`config.mk`:
```
export PLATFORM = sky130hd
export DESIGN_NAME = sorted_descending_topn_list
export DESIGN_NICKNAME = d
export VERILOG_FILES = /design/src/design/sdtl_pkg.sv /design/src/design/sdtl_cell.sv /design/src/design/sorted_descending_topn_list.sv
export SDC_FILE = /design/constraint.sdc
export NUM_CORES = 2
export LEC_CHECK = 0
export ABC_AREA = 1
export ABC_CLOCK_PERIOD_IN_PS = 2050
export BUFFER_PORTS_ARGS = -buffer_cell sky130_fd_sc_hd__buf_2
export CAP_MARGIN = 0
export CORE_MARGIN = 2
export CORE_UTILIZATION = 55
export CTS_CLUSTER_DIAMETER = 50
export DETAILED_ROUTE_END_ITERATION = 16
export MAX_ROUTING_LAYER = met4
export PLACE_DENSITY = 0.74
export SETUP_SLACK_MARGIN = 0.5
export SYNTH_ARGS = -nofsm -noshare
export SYNTH_HDL_FRONTEND = slang
export SYNTH_HIERARCHICAL = 1
export SYNTH_SLANG_ARGS = --single-unit
```
`constraint.sdc`:
```
create_clock -name clk -period 2.05 [get_ports clk]
set_clock_uncertainty 0.1 [all_clocks]
set_input_delay 0 -clock clk [delete_from_list [all_inputs] [get_ports clk]]
set_output_delay 0 -clock clk [all_outputs]
set_load 0.01 [all_outputs]
```
`src/design/sdtl_pkg.sv`:
```
// ----------------------------------------------------------------------------
// sdtl_pkg: shared types and constants for the descending top-N list
// Field widths, operation codes and the beat that walks the cell chain.
// ----------------------------------------------------------------------------
package sdtl_pkg;

	localparam int DEPTH_DEF = 16;
	localparam int OP_W      = 2;
	localparam int VALUE_W   = 20;
	localparam int INDEX_W   = 8;
	localparam int COUNT_W   = 5;

	typedef enum logic [OP_W-1:0] {
		OP_INSERT = 2'd0,
		OP_READ   = 2'd1,
		OP_CLEAR  = 2'd2
	} op_t;

	// One operation travelling down the chain, one cell per cycle.
	typedef struct packed {
		logic               valid;
		op_t                op;
		logic [VALUE_W-1:0] data;
		logic [INDEX_W-1:0] index;
		logic               acc;
		logic               added;
	} tok_t;

endpackage

```
`src/design/sdtl_cell.sv`:
```
// ----------------------------------------------------------------------------
// sdtl_cell: one slot of the sorted list
// Holds one entry and applies the passing operation to it, then hands the
// operation on to the next slot through a register.
// ----------------------------------------------------------------------------
module sdtl_cell #(
	parameter int POS = 0
) (
	input  logic          clk,
	input  logic          arst_n,
	input  sdtl_pkg::tok_t tok_i,
	output sdtl_pkg::tok_t tok_o
);
	import sdtl_pkg::*;

	logic [VALUE_W-1:0] entry_q;
	logic [VALUE_W-1:0] entry_d;
	tok_t               tok_d;
	tok_t               tok_q;

	always_comb begin
		entry_d = entry_q;
		tok_d   = tok_i;
		if (tok_i.valid) begin
			case (tok_i.op)
				OP_INSERT: begin
					// A carried value of zero means the insert has finished.
					if (tok_i.data != '0) begin
						if (entry_q == '0) begin
							entry_d     = tok_i.data;
							tok_d.data  = '0;
							tok_d.acc   = 1'b1;
							tok_d.added = 1'b1;
						end else if (entry_q == tok_i.data) begin
							tok_d.data = '0;
							tok_d.acc  = 1'b1;
						end else if (entry_q < tok_i.data) begin
							// Take the new value and carry the displaced one on.
							entry_d     = tok_i.data;
							tok_d.data  = entry_q;
							tok_d.acc   = 1'b1;
							tok_d.added = 1'b1;
						end
					end
				end
				OP_READ: begin
					if (tok_i.index == INDEX_W'(POS)) begin
						tok_d.data = entry_q;
					end
				end
				OP_CLEAR: begin
					entry_d = '0;
				end
				default: begin
				end
			endcase
		end
	end

	always_ff @(posedge clk or negedge arst_n) begin
		if (!arst_n) begin
			entry_q <= '0;
			tok_q   <= '0;
		end else begin
			entry_q <= entry_d;
			tok_q   <= tok_d;
		end
	end

	assign tok_o = tok_q;

endmodule

```
`src/design/sorted_descending_topn_list.sv`:
```
// ----------------------------------------------------------------------------
// sorted_descending_topn_list: descending top-N table of nonzero values
// Row of DEPTH slot cells; each command walks the row one slot per cycle.
// ----------------------------------------------------------------------------
// Usage: raise start with operation, value and index while busy is low; the
// command beat is taken at that clock edge and busy rises. Insert places a
// nonzero value in descending order (a duplicate is accepted and changes
// nothing, a value below every entry of a full table is rejected), read
// returns the slot at index (zero at or beyond DEPTH), clear empties the
// table.
// The command passes through the chain of DEPTH cells, one cell per cycle,
// and then through the done register; the result beat has done high for
// exactly one cycle, and busy falls in that same cycle, so a new command
// may be given then.
// The receiver cannot stall: each result is valid only while done is high.
// Reset empties the table, zeroes the count and drops any command in flight.
// ----------------------------------------------------------------------------
module sorted_descending_topn_list #(
	parameter int DEPTH = sdtl_pkg::DEPTH_DEF
) (
	input  logic                         clk,
	input  logic                         arst_n,
	input  logic                         start,
	output logic                         busy,
	input  logic [sdtl_pkg::OP_W-1:0]    operation,
	input  logic [sdtl_pkg::VALUE_W-1:0] value,
	input  logic [sdtl_pkg::INDEX_W-1:0] index,
	output logic                         done,
	output logic                         accepted,
	output logic [sdtl_pkg::VALUE_W-1:0] read_value,
	output logic [sdtl_pkg::COUNT_W-1:0] entry_count
);
	import sdtl_pkg::*;

	localparam int CNT_W = $clog2(DEPTH + 1);

	tok_t                   chain [DEPTH+1];
	logic [DEPTH-1:0]       chain_valid;
	logic                   busy_q;
	logic                   done_q;
	logic                   acc_q;
	logic [VALUE_W-1:0]     rd_q;
	logic [CNT_W-1:0]       count_q;
	logic [CNT_W+COUNT_W-1:0] count_ext;
	tok_t                   tail;

	assign chain[0].valid = start && !busy_q;
	assign chain[0].op    = op_t'(operation);
	assign chain[0].data  = (operation == OP_INSERT) ? value : '0;
	assign chain[0].index = index;
	assign chain[0].acc   = (operation == OP_READ) || (operation == OP_CLEAR);
	assign chain[0].added = 1'b0;

	for (genvar i = 0; i < DEPTH; i++) begin : g_cell
		sdtl_cell #(
			.POS(i)
		) u_cell (
			.clk   (clk),
			.arst_n(arst_n),
			.tok_i (chain[i]),
			.tok_o (chain[i+1])
		);
		assign chain_valid[i] = chain[i+1].valid;
	end

	assign tail = chain[DEPTH];

	always_ff @(posedge clk or negedge arst_n) begin
		if (!arst_n) begin
			busy_q  <= 1'b0;
			done_q  <= 1'b0;
			count_q <= '0;
		end else begin
			done_q <= tail.valid;
			if (chain[0].valid) begin
				busy_q <= 1'b1;
			end else if (tail.valid) begin
				busy_q <= 1'b0;
			end
			if (tail.valid) begin
				if (tail.op == OP_CLEAR) begin
					count_q <= '0;
				end else if (tail.op == OP_INSERT && tail.added &&
					count_q != CNT_W'(DEPTH)) begin
					count_q <= count_q + 1'b1;
				end
			end
		end
	end

	always_ff @(posedge clk) begin
		if (tail.valid) begin
			acc_q <= tail.acc;
			rd_q  <= (tail.op == OP_READ) ? tail.data : '0;
		end
	end

	assign count_ext   = {{COUNT_W{1'b0}}, count_q};
	assign busy        = busy_q;
	assign done        = done_q;
	assign accepted    = acc_q;
	assign read_value  = rd_q;
	assign entry_count = count_ext[COUNT_W-1:0];

	// Exactly one command is in the chain while busy, none otherwise.
	a_one_in_flight: assert property (@(posedge clk) disable iff (!arst_n)
		busy_q |-> $onehot(chain_valid))
		else $error("busy without exactly one command in the cell chain");

	a_idle_empty: assert property (@(posedge clk) disable iff (!arst_n)
		!busy_q |-> chain_valid == '0)
		else $error("command in the cell chain while idle");

	a_done_frees: assert property (@(posedge clk) disable iff (!arst_n)
		done_q |-> !busy_q)
		else $error("result beat while still busy");

	a_count_bound: assert property (@(posedge clk) disable iff (!arst_n)
		count_q <= CNT_W'(DEPTH))
		else $error("entry count beyond table depth");

	a_count_step: assert property (@(posedge clk) disable iff (!arst_n)
		!done_q |-> $stable(count_q))
		else $error("entry count changed without a result beat");

endmodule
```
== Word-level counts from Yosys, hierarchy flattened ==
Cells that the tools add are included.
W data, S select, Z words.

* Add/sub/neg operators: 1
* Multipliers: 0
* Div/mod/pow operators: 0
* Order comparisons: 16
* Equality and inequality tests: 114
* Shift-type cells: 0
* Multiplexer cells: 309
* Bitwise logic cells: 0
* Reduce and logical (&&, ||, !) cells: 90

{| class="wikitable"
|+ Operators by type and width
! kind !! number
|-
| $mux W20 || 161
|-
| $pmux W20 S2 || 32
|-
| $eq A20 B20 Y1 || 16
|-
| $logic_not A20 Y1 || 16
|-
| $lt A20 B20 Y1 || 16
|-
| $reduce_bool A20 Y1 || 16
|-
| $mux W2 || 80
|-
| $reduce_and A5 Y1 || 16
|-
| $eq A8 B4 Y1 const B || 8
|-
| $ne A3 B1 Y1 const B || 16
|-
| $ne A3 B2 Y1 const B || 16
|-
| $reduce_bool A2 Y1 || 18
|-
| $eq A2 B1 Y1 const B || 17
|-
| $eq A2 B2 Y1 const B || 17
|-
| $logic_not A2 Y1 || 17
|-
| $mux W1 || 34
|-
| $eq A8 B3 Y1 const B || 4
|-
| $ne A2 B1 Y1 const B || 16
|-
| $eq A8 B2 Y1 const B || 2
|-
| $mux W5 || 2
|-
| $eq A8 B1 Y1 const B || 1
|-
| $logic_not A8 Y1 || 1
|-
| $add A5 B1 Y5 const B || 1
|-
| $ne A5 B5 Y1 const B || 1
|-
| other kinds (4) || 6
|}

* Register bits: 868
* Bits in latches: 0
* Memory bits (writable): 0
* Memory bits (read-only): 0
* Bits of input ports: 33
* Memories kept: 0

== Logic depth before layout (Yosys ltp) ==
* Depth in word-level cells: 9
* Depth in mapped cells: 21
* Mapped depth without buffers: 19

== Hierarchy ==
The synthesis kept the hierarchy.

{| class="wikitable"
|+ By module, submodules not included
! module !! instances !! cells each !! area each (um^2)
|-
| sdtl_cell (g_cell[3].u_cell ...) || 3 || 534 || 3,614.7
|-
| sdtl_cell (g_cell[13].u_cell ...) || 2 || 517 || 3,981.3
|-
| sdtl_cell (g_cell[10].u_cell ...) || 2 || 505 || 3,678.5
|-
| sdtl_cell (g_cell[15].u_cell) || 1 || 518 || 3,980.1
|-
| sdtl_cell (g_cell[0].u_cell) || 1 || 516 || 3,965.1
|-
| sdtl_cell (g_cell[11].u_cell) || 1 || 517 || 3,896.2
|-
| sdtl_cell (g_cell[7].u_cell) || 1 || 540 || 3,777.4
|-
| sdtl_cell (g_cell[8].u_cell) || 1 || 540 || 3,776.1
|-
| sdtl_cell (g_cell[9].u_cell) || 1 || 539 || 3,768.6
|-
| sdtl_cell (g_cell[4].u_cell) || 1 || 545 || 3,679.8
|-
| sdtl_cell (g_cell[2].u_cell) || 1 || 544 || 3,678.5
|-
| sdtl_cell (g_cell[1].u_cell) || 1 || 516 || 3,672.3
|-
| sorted_descending_topn_list || 1 || 169 || 1,411.4
|}

== Worst setup path before layout ==
OpenSTA, ideal clock, no wires.

* Path kind: in2reg
* Start: input port operation[0] (netlist bit)
* End: register g_cell[0].u_cell.tok_q, in the netlist g_cell[0].u_cell/tok_o[28]
* Library setup time: 0.116 ns
* Data arrival time: 2.065 ns
* Required time: 1.834 ns
* Setup slack: -0.231 ns
* Cell stages on the path: 19
* Path through: inv_1 -> ha_1 -> clkbuf_1 -> nand2_1 -> inv_1 -> inv_1 -> ha_1 -> a21oi_2 -> nand2_1 -> nor2_2 -> nor2_4 -> nor2_4 -> buf_8 -> buf_12 -> nand3_4 -> nand3_2 -> nand2_1 -> nand2_1 -> nand2_1

{| class="wikitable"
|+ RTL lines
! element !! line !! source
|-
| from (decl) || sorted_descending_topn_list.sv:25 || <nowiki>input logic [sdtl_pkg::OP_W-1:0] operation,</nowiki>
|-
| to (signal assigned) || sdtl_cell.sv:66 || <nowiki>tok_q <= tok_d;</nowiki>
|-
| to (decl) || sdtl_cell.sv:19 || <nowiki>tok_t tok_q;</nowiki>
|}

==> results.md <==
- Status: complete, but fails checks
- Failing checks: setup timing
- Worst min path class: in -> reg
- Worst hold margin: 0.0604 ns
- Crit-path leading delay family: simple AND/OR/NAND/NOR gates
- Final min period: 2.78 ns
- Ports: 61
- Max-slew violations: 0
- Worst r2r src: g_cell[1].u_cell/tok_o[18]
- Worst-path clk slew: 0.07 ns
- DR iter-0 viols: 7750
- Fmax: 360 MHz
- DIE AREA: 115000 µm²
- Post-route setup slack: -0.729 ns
- CP arrival: 3.27 ns
- IO Port Bufs: 60
- Detailed-route DRC error count: 0
- DIE WIDTH: 339 µm
- CTS Buffer Depth: 3
- Setup crit end kind: flop
- Core Rows: 122
- CTS Buf Count: 118
- Drt wl/cell: 19.9 µm
- Routed vias/inst: 5.83
- Post-Route WL: 236 mm
- YS warnings: 6
- Lkg Pwr: 0.0455 µW
- Tot GR Track Use: 0.376
- Commonest cells after routing, fill and taps aside: nand2_1 (1899), buf_4 (1542), nor2_1 (921)
- Max FO, Critical Path: 8
- Hold EP: g_cell[0].u_cell/tok_o[27]
- Final net count: 10600
- Netlist Area Pre-Place: 61600 µm²
- Pwr dens: 539 nW/µm²
- CP bufs+invs: 4
- Startpoint Class: flop
- Worst Max-Slew Pin Slew: 0.712 ns
- R2r worst-path depth: 12
- First-pass GRT wire length: 340 mm
- First-pass DRT Iterations: 9
- Period utilisation layout: 1.36
- Total number of vias: 69000
- Register area: 21900 µm²
- Die height: 339 µm
- Tot Pwr: 47700 µW
- Share of layout cells above drive strength 1: 0.397
- RSZ-0062 raised after global routing: yes
- Start point of the worst hold path: operation[1]
- Area grow syn2layout: 43.9%
- RePlAce Congestion: 0.980
- Final Hold Viols: 0
- Clk Tree Root Cell: clkbuf_16
- Footprint of the multi-input gates: 40100 µm²
- Largest net degree at the start of global routing: 97
- Vias in the first global route: 63900
- Worst path max stage delay: 0.40 ns
- Final setup fails: 665
- Congestion Overflow GR: 0
- Worst EP required: 2.55 ns
- Clock sink count: 868
- Hpwl dp: 149 mm
- Syn Nets: 8938
- Core box area: 111000 µm²
- Initial antenna violation count: 8
- R2R Setup Slk: -0.73 ns
- Initial core utilization: 0.556
- RR Endpoint: g_cell[2].u_cell/tok_o[18]
- CP cell instances: buf_4 -> nor2_1 -> nand3_1 -> nor2_2 -> nand2_2 -> buf_12 -> buf_4 -> o21ai_0 -> inv_1 -> nand2_1 -> nand3_1 -> a21oi_2
- Maxcap violations: 0
- Worst setup path category: reg -> reg
- CTS tree: yes
- Clk_lat worst skew: 0.74 ns
- Slowest CP cell: dfrtp_1
- Antenna viol nets, final: 0
- Commonest non-fill, non-tap cell in the layout: nand2_1
- Syn avg cell area: 7.17 µm²
- Cells after synthesis: 8582
- Hold path depth: 9
- H-tree levels: 3
- Relative slew slack: 0.523
- Filler cell count: 7083
- Peak supply drop: 0.646 mV
[power by group]
part	internal, µW	leakage [µW]	switching [µW]	total, µW
registers	17600	0.0114	434	18100
logic	3660	0.0321	5090	8750
clock network	11900	0.00196	8980	20900
total	33200	0.0455	14500	47700
[timing repair]
action	in CTS	in global routing
cloned	21	38
pin swaps	255	451
hold buffers	62	2
setup endpoints to repair	672	679
resized for setup	577	1020
hold endpoints to repair	901	4
setup buffers	125	132
[through the flow]
stage / setup WS (ns) / cell area, µm² / TNS [ns] / instances / util
final: -0.729 / 88600 / -157.16 / 11800 / 0.800
after global routing: -0.632 / 88600 / -210.46 / 11800 / 0.799
after CTS: -0.246 / 82600 / -101.68 / 11700 / 0.745
after detailed placement: -0.741 / 74200 / -190.20 / 11200 / 0.669
after global placement: -0.663 / 74200 / -164.78 / 11200 / 0.669
after floorplan: 0.0500 / 62500 / 0 / 8582 / -
[per-layer routing]
| layer | vias to the layer above | GRT usage | part of all wire |
|---|---|---|---|
| li1 | 31000 | - | - |
| met1 | 32600 | 0.487 | 0.38 |
| met2 | 4261 | 0.593 | 0.46 |
| met3 | 1219 | 0.0538 | 0.10 |
| met4 | 0 | 0.155 | 0.058 |
| met5 | - | - | 0 |
[worst max-delay path by stage]
stage,start,slack [ns],endpoint,depth (start not counted)
2_1_floorplan,g_cell[4].u_cell/tok_o[19],0.05,g_cell[5].u_cell/entry_q[10],14
3_3_place_gp,g_cell[1].u_cell/tok_o[25],-0.66,g_cell[2].u_cell/entry_q[16],13
3_5_place_dp,g_cell[1].u_cell/tok_o[26],-0.74,g_cell[2].u_cell/entry_q[6],13
4_1_cts,g_cell[10].u_cell/tok_o[16],-0.25,g_cell[11].u_cell/entry_q[8],16
5_1_grt,g_cell[1].u_cell/tok_o[17],-0.63,g_cell[2].u_cell/tok_o[18],12
6_report,g_cell[1].u_cell/tok_o[18],-0.73,g_cell[2].u_cell/tok_o[18],12
[tightest hold or removal path: cells and delay by family]
kind,cells,cell delay [ns]
simple gates,6,0.35
buf+inv,3,0.49
[layout make-up]
type	instances	area share
repair buffers	1923	0.187
well taps	1488	0.0210
clock inverters	81	0.00904
diodes	10	0.000282
clock buffers	142	0.0362
inverters	1113	0.0477
multi-input cells	6221	0.452
flip-flops and latches	868	0.247
[registers in the layout (all words and copies together), names as in the netlist]
register / flops
accepted: 1
busy: 1
done: 1
entry_count: 5
g_cell.u_cell/entry_q: 320
g_cell.u_cell/tok_o: 520
read_value: 20
(Power assumes the default switching activity.)
